`src/rtl/core/jsfx_pkg.sv`:
```
package jsfx_pkg;

  // default and hard limit for the key length
  localparam int MAX_KEY_BYTES_DEF = 8;
  localparam int KEY_LEN_MAX       = 15;
  localparam int KEY_TEXT_BYTES    = 8;

  // configuration port geometry
  localparam int CFG_ADDR_W = 4;
  localparam int CFG_DATA_W = 64;

  // characters the parser cares about
  localparam logic [7:0] CH_QUOTE  = 8'h22;
  localparam logic [7:0] CH_COLON  = 8'h3a;
  localparam logic [7:0] CH_BSLASH = 8'h5c;
  localparam logic [7:0] CH_SPACE  = 8'h20;
  localparam logic [7:0] CH_TAB    = 8'h09;
  localparam logic [7:0] CH_CR     = 8'h0d;
  localparam logic [7:0] CH_LF     = 8'h0a;
  localparam logic [7:0] CH_BS     = 8'h08;
  localparam logic [7:0] CH_FF     = 8'h0c;
  localparam logic [7:0] CH_LO_N   = 8'h6e;
  localparam logic [7:0] CH_LO_R   = 8'h72;
  localparam logic [7:0] CH_LO_T   = 8'h74;
  localparam logic [7:0] CH_LO_B   = 8'h62;
  localparam logic [7:0] CH_LO_F   = 8'h66;
  localparam logic [7:0] CH_LO_U   = 8'h75;

  // register indexes on the configuration port
  typedef enum logic {
    REG_KEY_TEXT   = 1'b0,
    REG_KEY_LENGTH = 1'b1
  } reg_idx_t;

  // parser phase
  typedef enum logic [2:0] {
    PH_SEARCH = 3'd0,
    PH_COLON  = 3'd1,
    PH_QUOTE  = 3'd2,
    PH_VALUE  = 3'd3,
    PH_CLOSED = 3'd4,
    PH_BAD    = 3'd5
  } phase_t;

  // final status codes
  typedef enum logic [2:0] {
    ST_BUSY      = 3'd0,
    ST_CLOSED    = 3'd1,
    ST_UNTERM    = 3'd2,
    ST_NOKEY     = 3'd3,
    ST_MALFORMED = 3'd4
  } status_t;

  // output byte counts
  localparam logic [1:0] CNT_NONE = 2'd0;
  localparam logic [1:0] CNT_ONE  = 2'd1;
  localparam logic [1:0] CNT_TWO  = 2'd2;

  typedef struct packed {
    logic [7:0] data_byte;
    logic       last_byte;
  } jsfx_in_t;

  typedef struct packed {
    logic [7:0] first_out;
    logic [7:0] second_out;
    logic [1:0] out_count;
    logic       final_flag;
    logic [2:0] status;
  } jsfx_out_t;

  // key configuration handed from the register file to the parser
  typedef struct packed {
    logic [63:0] key_text;
    logic [3:0]  key_length;
  } jsfx_key_t;

endpackage

```
`src/rtl/core/json_string_field_extractor.sv`:
```
// pipeline: the request sits in the input register, then one level of parser
// logic fills the result register; throughput: one byte per cycle unless
// out_stall holds the result register; the parser state updates once per byte
// reset: synchronous active-low rst_n clears both pipeline valids, the
// parser state (searching, no match, no escape) and the key registers
module json_string_field_extractor #(
  parameter int MAX_KEY_BYTES = jsfx_pkg::MAX_KEY_BYTES_DEF
) (
  input  logic                             clk,
  input  logic                             rst_n,
  input  logic                             in_valid,
  output logic                             in_stall,
  input  jsfx_pkg::jsfx_in_t               in_data,
  output logic                             out_valid,
  input  logic                             out_stall,
  output jsfx_pkg::jsfx_out_t              out_data,
  input  logic                             psel,
  input  logic                             penable,
  input  logic                             pwrite,
  input  logic [jsfx_pkg::CFG_ADDR_W-1:0]  paddr,
  input  logic [jsfx_pkg::CFG_DATA_W-1:0]  pwdata,
  output logic [jsfx_pkg::CFG_DATA_W-1:0]  prdata,
  output logic                             pready
);
  import jsfx_pkg::*;

  logic      in_vld_r;
  jsfx_in_t  in_item_r;
  logic      out_vld_r;
  jsfx_out_t out_item_r;
  jsfx_out_t result;
  jsfx_key_t key;
  logic      in_acc;
  logic      adv;

  jsfx_cfg u_cfg (
    .clk     (clk),
    .rst_n   (rst_n),
    .psel    (psel),
    .penable (penable),
    .pwrite  (pwrite),
    .paddr   (paddr),
    .pwdata  (pwdata),
    .prdata  (prdata),
    .pready  (pready),
    .key     (key)
  );

  jsfx_core #(
    .MAX_KEY_BYTES (MAX_KEY_BYTES)
  ) u_core (
    .clk    (clk),
    .rst_n  (rst_n),
    .en     (adv),
    .item   (in_item_r),
    .key    (key),
    .result (result)
  );

  // handshake: the input register moves on whenever the result register is free
  assign adv      = in_vld_r && (!out_vld_r || !out_stall);
  assign in_stall = in_vld_r && !adv;
  assign in_acc   = in_valid && !in_stall;

  // input register
  always_ff @(posedge clk) begin
    if (!rst_n) begin
      in_vld_r <= 1'b0;
    end else if (in_acc) begin
      in_vld_r <= 1'b1;
    end else if (adv) begin
      in_vld_r <= 1'b0;
    end
  end

  always_ff @(posedge clk) begin
    if (in_acc) begin
      in_item_r <= in_data;
    end
  end

  // result register
  always_ff @(posedge clk) begin
    if (!rst_n) begin
      out_vld_r <= 1'b0;
    end else if (adv) begin
      out_vld_r <= 1'b1;
    end else if (!out_stall) begin
      out_vld_r <= 1'b0;
    end
  end

  always_ff @(posedge clk) begin
    if (adv) begin
      out_item_r <= result;
    end
  end

  assign out_valid = out_vld_r;
  assign out_data  = out_item_r;

  // input side stalls only with a request already held
  a_stall_full: assert property (@(posedge clk) disable iff (!rst_n)
    in_stall |-> in_vld_r && out_vld_r)
    else $error("input stalled with a free pipeline");

  // status is reported on the final result only
  a_status_final: assert property (@(posedge clk) disable iff (!rst_n)
    out_valid && !out_data.final_flag |-> out_data.status == ST_BUSY)
    else $error("status on a non-final result");

  // two value bytes only for the u escape
  a_two_bytes: assert property (@(posedge clk) disable iff (!rst_n)
    out_valid && out_data.out_count == CNT_TWO |->
      out_data.first_out == CH_BSLASH && out_data.second_out == CH_LO_U)
    else $error("two value bytes outside a u escape");

endmodule

```
`src/rtl/core/jsfx_cfg.sv`:
```
module jsfx_cfg (
  input  logic                             clk,
  input  logic                             rst_n,
  input  logic                             psel,
  input  logic                             penable,
  input  logic                             pwrite,
  input  logic [jsfx_pkg::CFG_ADDR_W-1:0]  paddr,
  input  logic [jsfx_pkg::CFG_DATA_W-1:0]  pwdata,
  output logic [jsfx_pkg::CFG_DATA_W-1:0]  prdata,
  output logic                             pready,
  output jsfx_pkg::jsfx_key_t              key
);
  import jsfx_pkg::*;

  logic [63:0] key_text_r;
  logic [3:0]  key_length_r;
  logic        wr_en;
  reg_idx_t    reg_idx;

  // registers sit on 8-byte boundaries
  assign reg_idx = reg_idx_t'(paddr[3]);
  assign pready  = 1'b1;
  assign wr_en   = psel && penable && pwrite && pready;

  // register writes
  always_ff @(posedge clk) begin
    if (!rst_n) begin
      key_text_r   <= '0;
      key_length_r <= '0;
    end else if (wr_en) begin
      unique case (reg_idx)
        REG_KEY_TEXT:   key_text_r   <= pwdata[63:0];
        REG_KEY_LENGTH: key_length_r <= pwdata[3:0];
        default: ;
      endcase
    end
  end

  // read mux
  always_comb begin
    unique case (reg_idx)
      REG_KEY_TEXT:   prdata = key_text_r;
      REG_KEY_LENGTH: prdata = {{(CFG_DATA_W-4){1'b0}}, key_length_r};
      default:        prdata = '0;
    endcase
  end

  assign key.key_text   = key_text_r;
  assign key.key_length = key_length_r;

endmodule

```
`src/rtl/core/jsfx_core.sv`:
```
module jsfx_core #(
  parameter int MAX_KEY_BYTES = jsfx_pkg::MAX_KEY_BYTES_DEF
) (
  input  logic                 clk,
  input  logic                 rst_n,
  input  logic                 en,
  input  jsfx_pkg::jsfx_in_t   item,
  input  jsfx_pkg::jsfx_key_t  key,
  output jsfx_pkg::jsfx_out_t  result
);
  import jsfx_pkg::*;

  localparam int EFF_MAX = (MAX_KEY_BYTES < KEY_LEN_MAX) ? MAX_KEY_BYTES : KEY_LEN_MAX;
  localparam int POS_W   = $clog2(EFF_MAX + 3);

  logic [POS_W-1:0] pos_r, pos_nxt, pos_step, pos_cur, len;
  phase_t           phase_r, phase_nxt, phase_step;
  logic             esc_r, esc_nxt, esc_step;
  logic [7:0]       b;
  logic [7:0]       needle;
  logic             ws;

  function automatic logic [7:0] decode_esc(input logic [7:0] c);
    logic [7:0] d;
    unique case (c)
      CH_LO_N: d = CH_LF;
      CH_LO_R: d = CH_CR;
      CH_LO_T: d = CH_TAB;
      CH_LO_B: d = CH_BS;
      CH_LO_F: d = CH_FF;
      default: d = c;
    endcase
    return d;
  endfunction

  assign b  = item.data_byte;
  assign ws = (b == CH_SPACE) || ((b >= CH_TAB) && (b <= CH_CR));

  // effective key length, clamped to the build limit
  assign len = (int'(key.key_length) > MAX_KEY_BYTES) ? POS_W'(MAX_KEY_BYTES)
                                                      : POS_W'(key.key_length);

  // stale match position after a key change restarts the search
  assign pos_cur = (int'(pos_r) > int'(len) + 1) ? '0 : pos_r;

  // needle byte: quote, key characters, quote
  always_comb begin
    needle = '0;
    if (pos_cur == '0 || int'(pos_cur) == int'(len) + 1) begin
      needle = CH_QUOTE;
    end else begin
      for (int k = 0; k < KEY_TEXT_BYTES; k++) begin
        if (int'(pos_cur) == k + 1) needle = key.key_text[8*k +: 8];
      end
    end
  end

  // next state for one byte
  always_comb begin
    pos_step   = pos_r;
    phase_step = phase_r;
    esc_step   = esc_r;
    unique case (phase_r)
      PH_SEARCH: begin
        if (b == needle) begin
          if (int'(pos_cur) + 1 == int'(len) + 2) begin
            phase_step = PH_COLON;
            pos_step   = '0;
          end else begin
            pos_step = pos_cur + 1'b1;
          end
        end else if (b == CH_QUOTE) begin
          pos_step = POS_W'(1);
        end else begin
          pos_step = '0;
        end
      end
      PH_COLON: begin
        if (b == CH_COLON) phase_step = PH_QUOTE;
        else if (!ws)      phase_step = PH_BAD;
      end
      PH_QUOTE: begin
        if (b == CH_QUOTE) phase_step = PH_VALUE;
        else if (!ws)      phase_step = PH_BAD;
      end
      PH_VALUE: begin
        if (esc_r)                 esc_step   = 1'b0;
        else if (b == CH_BSLASH)   esc_step   = 1'b1;
        else if (b == CH_QUOTE)    phase_step = PH_CLOSED;
      end
      PH_CLOSED: ;
      default:   phase_step = PH_BAD;
    endcase
  end

  // last byte rearms the parser
  always_comb begin
    if (item.last_byte) begin
      pos_nxt   = '0;
      phase_nxt = PH_SEARCH;
      esc_nxt   = 1'b0;
    end else begin
      pos_nxt   = pos_step;
      phase_nxt = phase_step;
      esc_nxt   = esc_step;
    end
  end

  // value bytes and final status
  always_comb begin
    result            = '0;
    result.final_flag = item.last_byte;
    if (phase_r == PH_VALUE) begin
      if (esc_r) begin
        if (b == CH_LO_U) begin
          result.first_out  = CH_BSLASH;
          result.second_out = CH_LO_U;
          result.out_count  = CNT_TWO;
        end else begin
          result.first_out = decode_esc(b);
          result.out_count = CNT_ONE;
        end
      end else if (b != CH_BSLASH && b != CH_QUOTE) begin
        result.first_out = b;
        result.out_count = CNT_ONE;
      end
    end
    if (item.last_byte) begin
      unique case (phase_step)
        PH_SEARCH: result.status = ST_NOKEY;
        PH_VALUE:  result.status = ST_UNTERM;
        PH_CLOSED: result.status = ST_CLOSED;
        default:   result.status = ST_MALFORMED;
      endcase
    end else begin
      result.status = ST_BUSY;
    end
  end

  // parser state
  always_ff @(posedge clk) begin
    if (!rst_n) begin
      pos_r   <= '0;
      phase_r <= PH_SEARCH;
      esc_r   <= 1'b0;
    end else if (en) begin
      pos_r   <= pos_nxt;
      phase_r <= phase_nxt;
      esc_r   <= esc_nxt;
    end
  end

  // a final byte always leaves the parser searching from scratch
  a_rearm: assert property (@(posedge clk) disable iff (!rst_n)
    en && item.last_byte |=> phase_r == PH_SEARCH && pos_r == '0 && !esc_r)
    else $error("parser not rearmed after final byte");

  // match position only lives while searching
  a_pos_search: assert property (@(posedge clk) disable iff (!rst_n)
    phase_r != PH_SEARCH |-> pos_r == '0)
    else $error("match position set outside search");

  // pending escape only inside the value
  a_esc_value: assert property (@(posedge clk) disable iff (!rst_n)
    esc_r |-> phase_r == PH_VALUE)
    else $error("escape pending outside value");

endmodule
```
`config.mk`:
```
export PLATFORM = sky130hd
export DESIGN_NAME = json_string_field_extractor
export DESIGN_NICKNAME = d
export VERILOG_FILES = /design/src/rtl/core/jsfx_pkg.sv /design/src/rtl/core/json_string_field_extractor.sv /design/src/rtl/core/jsfx_cfg.sv /design/src/rtl/core/jsfx_core.sv
export SDC_FILE = /design/constraint.sdc
export NUM_CORES = 1
export LEC_CHECK = 0
export BUFFER_PORTS_ARGS = -buffer_cell sky130_fd_sc_hd__buf_2
export CELL_PAD_IN_SITES_DETAIL_PLACEMENT = 1
export CELL_PAD_IN_SITES_GLOBAL_PLACEMENT = 1
export CORE_ASPECT_RATIO = 1.1
export CORE_MARGIN = 2
export CORE_UTILIZATION = 38
export CTS_BUF_LIST = sky130_fd_sc_hd__clkbuf_4 sky130_fd_sc_hd__clkbuf_8 sky130_fd_sc_hd__clkbuf_16
export DETAILED_ROUTE_END_ITERATION = 10
export HOLD_SLACK_MARGIN = 0.05
export PLACE_DENSITY = 0.86
export SYNTH_ARGS = -nofsm -noshare
export SYNTH_HDL_FRONTEND = slang
export SYNTH_SLANG_ARGS = --single-unit
```
`constraint.sdc`:
```
create_clock -name clk -period 5.6 [get_ports clk]
set_clock_uncertainty 0.15 [all_clocks]
set_input_delay 1.12 -clock clk [delete_from_list [all_inputs] [get_ports clk]]
set_output_delay 1.12 -clock clk [all_outputs]
set_load 0.05 [all_outputs]
```
==> reports/metrics.yaml, run 1 <==
power:
  p_sw_frac: 0.274
  leakage_nw: 3.02
  pwr_density_cell_nw_per_um2: 219
  power.internal_w: 0.00118
  p_clk_frac: 0.406
  max-vdd-ir-drop_mv: 0.148
  sequentialPowerShare: 0.486
  p_comb_frac: 0.108
  net-switching-power_w: 0.000444
worst_setup_path:
  worstPathCellList: "nand2b_2 -> inv_1 -> ha_1 -> inv_1 -> ha_1 -> and2b_1 -> o211a_4 -> o21ai_2 -> nand2_1 -> inv_1 -> ha_1 -> buf_4 -> nand3b_1 -> a21oi_1 -> a311oi_1 -> nor2_1 -> o22a_1 -> and4b_1 -> a211oi_2 -> a311oi_4 -> a311oi_1 -> o211a_1"
  critPathLaunchType: "register"
  worstPathMaxFanout: 17
  crit_slowest_cell: "dfxtp_1"
  cp_top_family: "compound AO/OA/AOI/OAI gates"
  r2r_start: "u_cfg.key_length_r[3]"
  end_kind: "register"
  crit_buf_inv: 4
  worstSetupPathType: "register to register"
  timing.rr.end: "out_data[1]"
  cp_data_required_time_ns: 5.56
  setup.worst_path.start: "u_cfg.key_length_r[3]"
  cpPeakStageDelay_ns: 0.46
  reg2reg_depth: 22
  ff2ff_setup_slack_ns: 0.38
  worstPathArrival_ns: 5.19
logic_synthesis:
  yosysSeqAreaShare: 0.366
  yosys_warnings: 0
  ys_async_sr_fraction: 0
  synth_edf_count: 23
  avgSynthCellArea_um2: 7.93
  synthCells: 776
  ys_seq_elements: 101
  ys.flop_type: "dfxtp_1"
  netlist-cell-type-count: 77
  netlist_area_um2: 6150
timing:
  finalCritPeriodShare: 0.933
  finalSetupViolations: 0
  tns_ns: 0
  fin_crit_ns: 5.22
  fmax_ghz: 0.191
  slew_headroom: 0.278
  finalHoldViolations: 0
  drv_slew: 0
  worst_pin_slew_ns: 1.08
  rsz0062_at_grt: "no"
global_route:
  grt_max_degree: 56
  grt_pass1_wl_um: 31700
  first_global_vias: 6056
  grt-ovfl-total: 0
  antenna_found_initial: 1
  grt_usage: 0.231
min_path:
  hold_start: "u_cfg.key_text_r[25]"
  min_path_cells: 2
  holdPathEnd: "u_cfg.key_text_r[25]"
  hp-class: "register to register"
run_status:
  status: "completed"
cells_and_area:
  final_cell_mix: "180 x nand2_1, 165 x buf_2, 78 x dfxtp_1"
  drive_above_1_share: 0.245
  post-route-cell-area_um2: 7410
  final_common_cell: "nand2_1"
  fillers: 2007
  area_growth_pct: 20.5
  num-nets-final: 1004
placed_design:
  port_buffers: 165
  gp_congestion: 0.899
  dpl.hpwl_um: 15200
  place_area_um2: 7070
clock_network:
  clkSinkCount: 101
  clockBufferDepth: 2
  cts_tree: "built"
  numCtsBuffers: 9
  ctsHtreeMaxLevel: 3
  clk_pin_slew_worst_paths_ns: 0.07
  clockRootBuffer: "clkbuf_16"
  clock_latency_ns: 0.36
route:
  vias: 6063
  drt-wirelength-per-cell_um: 18.2
  routed_wl_um: 20300
  ant_nets: 0
  via_per_inst: 5.43
  drt_iter0_drc: 364
  drcViolationCount: 0
  drt-pass1-iter-count: 4
job:
  cap_violations: 0
die:
  design.portCount: 173
  die_area_um2: 17200
  die-width_um: 125
  rows: 48
  core_um2: 15800
  start_util: 0.389
  die_h_um: 137
[kinds of logic (layout without fill, tap and decap cells)]
kind of cell / count (synthesis) / in the layout / share of synthesized area
XOR/XNOR: 13 / 13 / 0.0185
AO/OA/AOI/OAI: 197 / 197 / 0.236
other: 2 / 5 / 0.00122
multiplexers: 9 / 9 / 0.0155
flip-flops: 101 / 101 / 0.366
AND/OR/NAND/NOR: 370 / 370 / 0.290
buffers and inverters: 74 / 211 / 0.0527
adder cells (fa/ha/maj): 10 / 10 / 0.0203
[registers in the layout, indices dropped and copies added (netlist names)]
name	cells
out_data	14
u_core.pos_r	4
out_valid	1
in_vld_r	1
u_cfg.key_text_r	64
u_core.phase_r	3
u_cfg.key_length_r	4
in_item_r	9
u_core.esc_r	1
[power groups by stage]
stage | combinational (W) | clock [W] | sequential, W
global route | 0.000188 | 0.000692 | 0.000790
global placement | 0.000170 | 0 | 0.000803
CTS | 0.000175 | 0.000675 | 0.000787
detailed placement | 0.000174 | 0 | 0.000804
floorplan | 0.000109 | 0 | 0.000805
finish | 0.000175 | 0.000658 | 0.000787
[metal layers]
| metal | GRT usage | vias to the layer above | wire length (µm) |
|---|---|---|---|
| met4 | 0.104 | 0 | 634 |
| met3 | 0.0454 | 38 | 1000 |
| met1 | 0.265 | 2916 | 8320 |
| met2 | 0.417 | 177 | 10300 |
| li1 | - | 2932 | - |
| met5 | 0 | - | 0 |
[per-stage QoR]
stage	worst slack (ns)	instances	utilization	total power (W)	hold WS, ns
after detailed placement	0.230	1096	0.448	0.000977	0.313
after floorplan	0.721	778	-	0.000914	0.274
after global placement	0.441	1096	0.448	0.000973	0.302
after CTS	0.210	1112	0.467	0.00164	0.321
final	0.375	1116	0.469	0.00162	0.320
after global routing	0.0708	1116	0.469	0.00167	0.347
[repair_timing]
action	CTS	global route
gates resized for setup	0	3
setup buffers	0	3
endpoints found under the setup margin	0	4
endpoints found under the hold margin	0	0
hold buffers	0	0
[worst max path at each step]
stage / endpoint / slack (ns) / cells after the start
floorplan: out_data[1] / 0.72 / 22
global placement: out_data[1] / 0.44 / 22
detailed placement: out_data[1] / 0.23 / 21
CTS: out_data[1] / 0.21 / 22
global route: out_data[1] / 0.07 / 22
finish: out_data[1] / 0.38 / 22
[cells in the mapped netlist, types with 10 or more instances]
cell type,n,share of area
a21boi_0,66,0.081
a21oi_1,29,0.024
clkbuf_1,44,0.027
dfxtp_1,78,0.25
edfxtp_1,23,0.11
ha_1,10,0.020
inv_1,14,0.0085
nand2_1,180,0.11
nor2_1,40,0.024
nor2b_1,73,0.074
o21ai_0,26,0.021
xnor2_1,11,0.016
[layout make-up]
type	instances	area, µm²	share of cell area
clock buffers	9	225	0.0304
well taps	200	250	0.0337
flip-flops and latches	101	2250	0.304
repair buffers	181	946	0.128
diodes	1	2.50	0.000337
multi-input cells	603	3600	0.486
inverters	14	52.6	0.00709
clock inverters	7	83.8	0.0113
[worst register-to-register path, cell delays in order (launching register included)]
cell      delay (ns)
dfxtp_1         0.46
nand2b_2        0.23
inv_1           0.06
ha_1            0.34
inv_1           0.06
ha_1            0.30
and2b_1         0.20
o211a_4         0.27
o21ai_2         0.18
nand2_1         0.17
inv_1           0.21
ha_1            0.23
buf_4           0.22
nand3b_1        0.14
a21oi_1         0.08
a311oi_1        0.33
nor2_1          0.12
o22a_1          0.20
and4b_1         0.25
a211oi_2        0.06
a311oi_4        0.28
a311oi_1        0.18
o211a_1         0.25
Power figures use the tool's default switching activity.
==> run 2, diff against run 1 <==
--- a/config.mk
+++ b/config.mk
@@ -15,6 +15,8 @@
 export DETAILED_ROUTE_END_ITERATION = 10
 export HOLD_SLACK_MARGIN = 0.05
 export PLACE_DENSITY = 0.86
+export RECOVER_POWER = 25
+export SLEW_MARGIN = 20
 export SYNTH_ARGS = -nofsm -noshare
 export SYNTH_HDL_FRONTEND = slang
 export SYNTH_SLANG_ARGS = --single-unit
==> run 2 against run 1 <==
Clock-buffer cell count unchanged. Sequential share of layout area is essentially flat. Core utilization down 0.071 points. Critical path depth unchanged. The run now ends with max-capacitance violations, max-slew violations left. Largest cell class unchanged. Power fell by 0.25%. First-iteration DRC count fell by 11%. Critical path type unchanged. Setup slack got worse by 0.028 ns.
==> reports/metrics.yaml, run 2 (synthesis gave the netlist of run 1 again) <==
run_status:
  status: "finished, violations left"
  violations: "max-capacitance violations, max-slew violations"
global_route:
  grt_pass1_wl_um: 31700
  grt-ovfl-total: 0
  first_global_vias: 6056
  grt_usage: 0.231
  grt_max_degree: 56
  antenna_found_initial: 1
timing:
  tns_ns: 0
  rsz0062_at_grt: "no"
  worst_pin_slew_ns: 1.73
  finalCritPeriodShare: 0.938
  fmax_ghz: 0.190
  timing.hold.ws_ns: 0.326
  fin_ws_ns: 0.347
  fin_crit_ns: 5.25
  finalHoldViolations: 0
  drv_slew: 46
  finalSetupViolations: 0
  slew_headroom: -0.151
placed_design:
  port_buffers: 165
  dpl.hpwl_um: 15200
  gp_congestion: 0.899
  dpl_worst_slack_ns: 0.230
  place_area_um2: 7070
route:
  vias: 6035
  drt-wirelength-per-cell_um: 18.1
  routed_wl_um: 20300
  drt-pass1-iter-count: 4
  drt_iter0_drc: 323
  via_per_inst: 5.40
  drcViolationCount: 0
  ant_nets: 0
min_path:
  min_path_cells: 2
  hold_start: "u_cfg.key_text_r[25]"
  holdPathEnd: "u_cfg.key_text_r[25]"
  hp-class: "register to register"
worst_setup_path:
  end_kind: "register"
  critPathLaunchType: "register"
  reg2reg_depth: 22
  cpPeakStageDelay_ns: 0.47
  worstSetupPathType: "register to register"
  crit_slowest_cell: "dfxtp_1"
  cp_data_required_time_ns: 5.56
  timing.rr.end: "out_data[1]"
  worstPathCellList: "nand2b_2 -> inv_1 -> ha_1 -> inv_1 -> ha_1 -> and2b_1 -> o211a_4 -> o21ai_2 -> nand2_1 -> inv_1 -> ha_1 -> buf_4 -> nand3b_1 -> a21oi_1 -> a311oi_1 -> nor2_1 -> o22a_1 -> and4b_1 -> a211oi_2 -> a311oi_4 -> a311oi_1 -> o211a_1"
  worstPathMaxFanout: 17
  worstPathArrival_ns: 5.21
  ff2ff_setup_slack_ns: 0.35
  r2r_start: "u_cfg.key_length_r[3]"
power:
  leakage_nw: 2.96
  max-vdd-ir-drop_mv: 0.147
  pwr_density_cell_nw_per_um2: 218
die:
  die-width_um: 125
  start_util: 0.389
  design.portCount: 173
  core_um2: 15800
  die_h_um: 137
  rows: 48
  die_area_um2: 17200
clock_network:
  numCtsBuffers: 9
  clock_latency_ns: 0.36
  ctsHtreeMaxLevel: 3
  cts_tree: "built"
  clk_pin_slew_worst_paths_ns: 0.07
  clockBufferDepth: 2
  holdBufCountCts: 0
  clkSinkCount: 101
  clockRootBuffer: "clkbuf_16"
cells_and_area:
  area_growth_pct: 20.3
  drive_above_1_share: 0.221
  final_cell_mix: "180 x nand2_1, 143 x buf_2, 78 x dfxtp_1"
  final_common_cell: "nand2_1"
  largest-register: "u_cfg.key_text_r"
  post-route-cell-area_um2: 7400
  num-nets-final: 1005
  largest_register_ff_count: 64
job:
  cap_violations: 1
==> run 2: cell count changes in the layout (fill, tap and decap cells not counted) <==
cell,delta
clkbuf_1,+23
buf_4,-1
buf_2,-22
buf_12,+1
==> run 2: worst max-delay path by stage <==
| stage | from | to | cells after the start |
|---|---|---|---|
| 6_report | u_cfg.key_length_r[3] | out_data[1] | 22 |
| 5_1_grt | u_cfg.key_length_r[3] | out_data[1] | 22 |
| 4_1_cts | u_cfg.key_length_r[3] | out_data[1] | 22 |
| 3_5_place_dp | u_cfg.key_length_r[3] | out_data[1] | 21 |
| 3_3_place_gp | u_cfg.key_length_r[3] | out_data[1] | 22 |
| 2_1_floorplan | u_cfg.key_length_r[3] | out_data[1] | 22 |
==> run 2: power by group <==
| part | internal (W) | switching, W |
|---|---|---|
| combinational | 0.0000589 | 0.000115 |
| sequential | 0.000764 | 0.0000241 |
| clock | 0.000353 | 0.000302 |
| total | 0.00118 | 0.000441 |
==> run 2: per-layer routing <==
| layer | GRT usage | up-vias | wire (µm) |
|---|---|---|---|
| li1 | - | 2935 | - |
| met1 | 0.265 | 2889 | 8350 |
| met2 | 0.417 | 174 | 10200 |
| met3 | 0.0454 | 37 | 1060 |
| met4 | 0.104 | 0 | 667 |
| met5 | 0 | - | 0 |
==> run 2: worst max-delay path, delay by kind of cell, from the launching register on <==
family | cells | cell delay, ns
AOI/OAI and AO/OA | 9 | 1.84
and+or+nand+nor | 6 | 1.11
adders and majority gates | 3 | 0.88
buffers and inverters | 4 | 0.55
DFF | 1 | 0.47
==> run 2: repair_timing <==
item | 4_1_cts | 5_1_grt
endpoints found under the setup margin | 0 | 4
resized for setup | 0 | 3
setup buffers | 0 | 3
==> run 2: cell type report <==
| cell class | instances | area, µm² |
|---|---|---|
| Clock inverter | 7 | 83.8 |
| Antenna cell | 1 | 2.50 |
| Clock buffer | 9 | 225 |
| Timing Repair Buffer | 182 | 935 |
| Sequential cell | 101 | 2250 |
| Inverter | 14 | 52.6 |
| Fill cell | 2016 | 8390 |
| Tap cell | 200 | 250 |
| Multi-Input combinational cell | 603 | 3600 |
==> run 2: per-stage QoR <==
step | power, W | cells | util
finish | 0.00162 | 1117 | 0.469
floorplan | 0.000914 | 778 | -
detailed placement | 0.000977 | 1096 | 0.448
global placement | 0.000973 | 1096 | 0.448
CTS | 0.00164 | 1112 | 0.467
global route | 0.00167 | 1117 | 0.469
==> run 3, diff against run 2 <==
--- a/config.mk
+++ b/config.mk
@@ -10,13 +10,15 @@
 export CELL_PAD_IN_SITES_GLOBAL_PLACEMENT = 1
 export CORE_ASPECT_RATIO = 1.1
 export CORE_MARGIN = 2
-export CORE_UTILIZATION = 38
+export CORE_UTILIZATION = 36
 export CTS_BUF_LIST = sky130_fd_sc_hd__clkbuf_4 sky130_fd_sc_hd__clkbuf_8 sky130_fd_sc_hd__clkbuf_16
 export DETAILED_ROUTE_END_ITERATION = 10
 export HOLD_SLACK_MARGIN = 0.05
-export PLACE_DENSITY = 0.86
+export PLACE_DENSITY = 0.82
 export RECOVER_POWER = 25
+export SETUP_SLACK_MARGIN = 0.1
 export SLEW_MARGIN = 20
 export SYNTH_ARGS = -nofsm -noshare
 export SYNTH_HDL_FRONTEND = slang
+export SYNTH_HIERARCHICAL = 1
 export SYNTH_SLANG_ARGS = --single-unit
==> constraint.sdc (replaced) <==
create_clock -name clk -period 4.5 [get_ports clk]
set_clock_uncertainty 0.15 [all_clocks]
set_input_delay 0.9 -clock clk [delete_from_list [all_inputs] [get_ports clk]]
set_output_delay 0.9 -clock clk [all_outputs]
set_load 0.05 [all_outputs]
==> run 3 against run 2 <==
The run ends with max-capacitance violations, max-slew violations, negative setup slack left. Via count up 8.6%. Core utilization up 0.38 points. Combinational power up 45%. Routed wire length up 11%. Global-route usage down 1.5 points. Fmax up 14%. First-iteration DRC count up 8.4%. Register-to-register slack worse by 0.46 ns. Clock-buffer cell count up 2. Non-clock buffer count up 55. Cell count up 10%. Sequential share of layout area down 1.8 points. Highest routed layer unchanged.
==> reports/metrics.yaml, run 3 <==
run_status:
  status: "finished, violations left"
  violations: "max-capacitance violations, max-slew violations, negative setup slack"
logic_synthesis:
  ys_seq_elements: 109
  yosys-top-cells-area: "dfxtp_1 23%, edfxtp_1 14%, mux2i_1 10%"
  yosysSeqAreaShare: 0.366
  ys_async_sr_fraction: 0
  synth_top_cell_by_area: "dfxtp_1"
  avgSynthCellArea_um2: 8.53
  ys.flop_type: "dfxtp_1"
  netlist-cell-type-count: 82
  yosys_warnings: 6
  synth_edf_count: 31
  netlist.area_leader.share: 0.229
  synthTopCellsByCount: "166 x nand2_1, 78 x dfxtp_1, 73 x nor2b_1"
  synth.most_common_cell: "nand2_1"
  netlist_area_um2: 6810
  synthCells: 799
global_route:
  grt-ovfl-total: 0
  antenna_found_initial: 0
  first_global_vias: 6521
  grt_pass1_wl_um: 34200
  grt_usage: 0.216
  grt_max_degree: 85
clock_network:
  clk_pin_slew_worst_paths_ns: 0.07
  clockRootBuffer: "clkbuf_16"
  holdBufCountCts: 0
  numCtsBuffers: 9
  ctsHtreeMaxLevel: 3
  clkSinkCount: 109
  cts_tree: "built"
  clock_latency_ns: 0.37
  clockBufferDepth: 2
cells_and_area:
  final_common_cell: "nand2_1"
  post-route-cell-area_um2: 8730
  seq_area_um2: 2500
  multiInputGateArea_um2: 4160
  diodes: 0
  final_cell_mix: "162 x nand2_1, 161 x buf_2, 76 x dfxtp_1"
  stdcell_count: 1230
  drive_above_1_share: 0.328
  largest_register_ff_count: 64
  area_growth_pct: 28.2
  largest-register: "u_cfg/key_text_r"
  num-nets-final: 1074
  fillers: 2248
timing:
  drv_slew: 85
  fin_crit_ns: 4.61
  fin_ws_ns: -0.115
  finalCritPeriodShare: 1.03
  timing.hold.ws_ns: 0.331
  rsz0062_at_grt: "yes"
  worst_pin_slew_ns: 1.58
  finalHoldViolations: 0
  finalSetupViolations: 7
  slew_headroom: -0.0534
  tns_ns: -0.500
  fmax_ghz: 0.217
min_path:
  hp-class: "register to register"
  hold_start: "u_cfg/key_text_r[35]"
worst_setup_path:
  critPathLaunchType: "register"
  crit_buf_inv: 4
  worstPathMaxFanout: 7
  setup.worst_path.start: "u_cfg/key_length_r[0]"
  crit_slowest_cell: "dfxtp_4"
  r2r_start: "u_cfg/key_length_r[0]"
  path_common_cell: "buf_4"
  end_kind: "register"
  cp_top_family: "compound AO/OA/AOI/OAI gates"
  cp_data_required_time_ns: 4.43
  worstSetupPathType: "register to register"
  worstPathCellList: "nand2_2 -> xnor2_1 -> nand2b_1 -> ha_4 -> and3b_2 -> o21ai_2 -> maj3_4 -> nand2_4 -> inv_4 -> ha_2 -> buf_4 -> a221o_1 -> o21ai_1 -> nor3_1 -> buf_4 -> o22ai_2 -> nand2_1 -> a211o_1 -> a222oi_1 -> buf_4 -> and2_4 -> a2111oi_4"
  cpPeakStageDelay_ns: 0.37
  worstPathArrival_ns: 4.55
route:
  drt-wirelength-per-cell_um: 18.3
  ant_nets: 0
  drt-pass1-iter-count: 4
  vias: 6555
  drt_iter0_drc: 350
  routed_wl_um: 22500
  via_per_inst: 5.33
  drcViolationCount: 0
die:
  core_um2: 18500
  start_util: 0.369
  rows: 52
  die_area_um2: 20000
  die_h_um: 148
  die-width_um: 135
  design.portCount: 173
power:
  net-switching-power_w: 0.000571
  p_comb_frac: 0.118
  finalPower_w: 0.00214
  pwr_density_cell_nw_per_um2: 245
  p_sw_frac: 0.267
  power.internal_w: 0.00157
  p_clk_frac: 0.384
  max-vdd-ir-drop_mv: 0.170
  leakage_nw: 3.54
  sequentialPowerShare: 0.498
placed_design:
  gp_congestion: 0.877
  place_area_um2: 7960
  port_buffers: 168
  dpl.hpwl_um: 15900
  place_inst: 1194
job:
  cap_violations: 1
[run 3: cell count changes after synthesis, sizes merged, moves of 8 or more]
cell,delta
edfxtp,+8
o21ai,-8
nor2,-12
buf,+31
a21boi,-66
clkbuf,-24
mux2i,+63
nand2,-13
[run 3: cell type report]
type                            instances  area share
Multi-Input combinational cell        605       0.476
Sequential cell                       109       0.286
Timing Repair Buffer                  237       0.160
Tap cell                              243      0.0348
Clock buffer                           11      0.0275
Inverter                               20     0.00917
Clock inverter                          5     0.00674
[run 3: logic make-up after synthesis]
family / after synthesis / synth area share
xor gates and xnor gates: 7 / 0.00900
muxes: 72 / 0.107
AOI/OAI and AO/OA: 148 / 0.153
adders and majority gates: 10 / 0.0182
DFF: 109 / 0.366
other: 2 / 0.00110
buffers and inverters: 87 / 0.0771
and+or+nand+nor: 364 / 0.269
[run 3: per-stage QoR]
stage	worst slack [ns]	util
after floorplan	-0.148	-
after global placement	-0.162	0.431
after detailed placement	-0.351	0.431
after CTS	-0.0246	0.464
after global routing	-0.255	0.473
final	-0.115	0.473
[run 3: metal layers]
metal	GRT usage	share of wire	wire length, µm
met3	0.0314	0.043	964
met4	0.0870	0.029	655
met2	0.395	0.52	11800
met5	0	0	0
met1	0.251	0.40	9060
[run 3: power by group through the flow]
stage / sequential (W) / clock (W) / combinational, W
after floorplan: 0.00110 / 0 / 0.000151
after global placement: 0.00109 / 0 / 0.000240
after detailed placement: 0.00109 / 0 / 0.000245
after CTS: 0.00107 / 0.000847 / 0.000251
after global routing: 0.00107 / 0.000881 / 0.000274
final: 0.00107 / 0.000823 / 0.000253
[run 3: worst register-to-register path, cell delays in order (launching register included)]
cell,delay (ns)
dfxtp_4,0.37
nand2_2,0.05
xnor2_1,0.13
nand2b_1,0.13
ha_4,0.30
and3b_2,0.20
o21ai_2,0.07
maj3_4,0.37
nand2_4,0.13
inv_4,0.05
ha_2,0.23
buf_4,0.18
a221o_1,0.26
o21ai_1,0.17
nor3_1,0.11
buf_4,0.15
o22ai_2,0.17
nand2_1,0.09
a211o_1,0.27
a222oi_1,0.33
buf_4,0.19
and2_4,0.17
a2111oi_4,0.07
[run 3: path summary, 6_finish.rpt]
| check | to | slack (ns) | cells after the start |
|---|---|---|---|
| worst min register to register | u_cfg/key_text_r[35] | 0.33 | 2 |
| worst max-delay path | out_data[0] | -0.11 | 22 |
| worst min-delay path | u_cfg/key_text_r[35] | 0.33 | 2 |
| worst max register to register | out_data[0] | -0.11 | 22 |
[run 3: repair_timing]
| action | CTS | global route |
|---|---|---|
| resized for setup | 49 | 22 |
| buffers inserted | 12 | 8 |
| pin swaps | 22 | 29 |
| setup endpoints to repair | 8 | 8 |
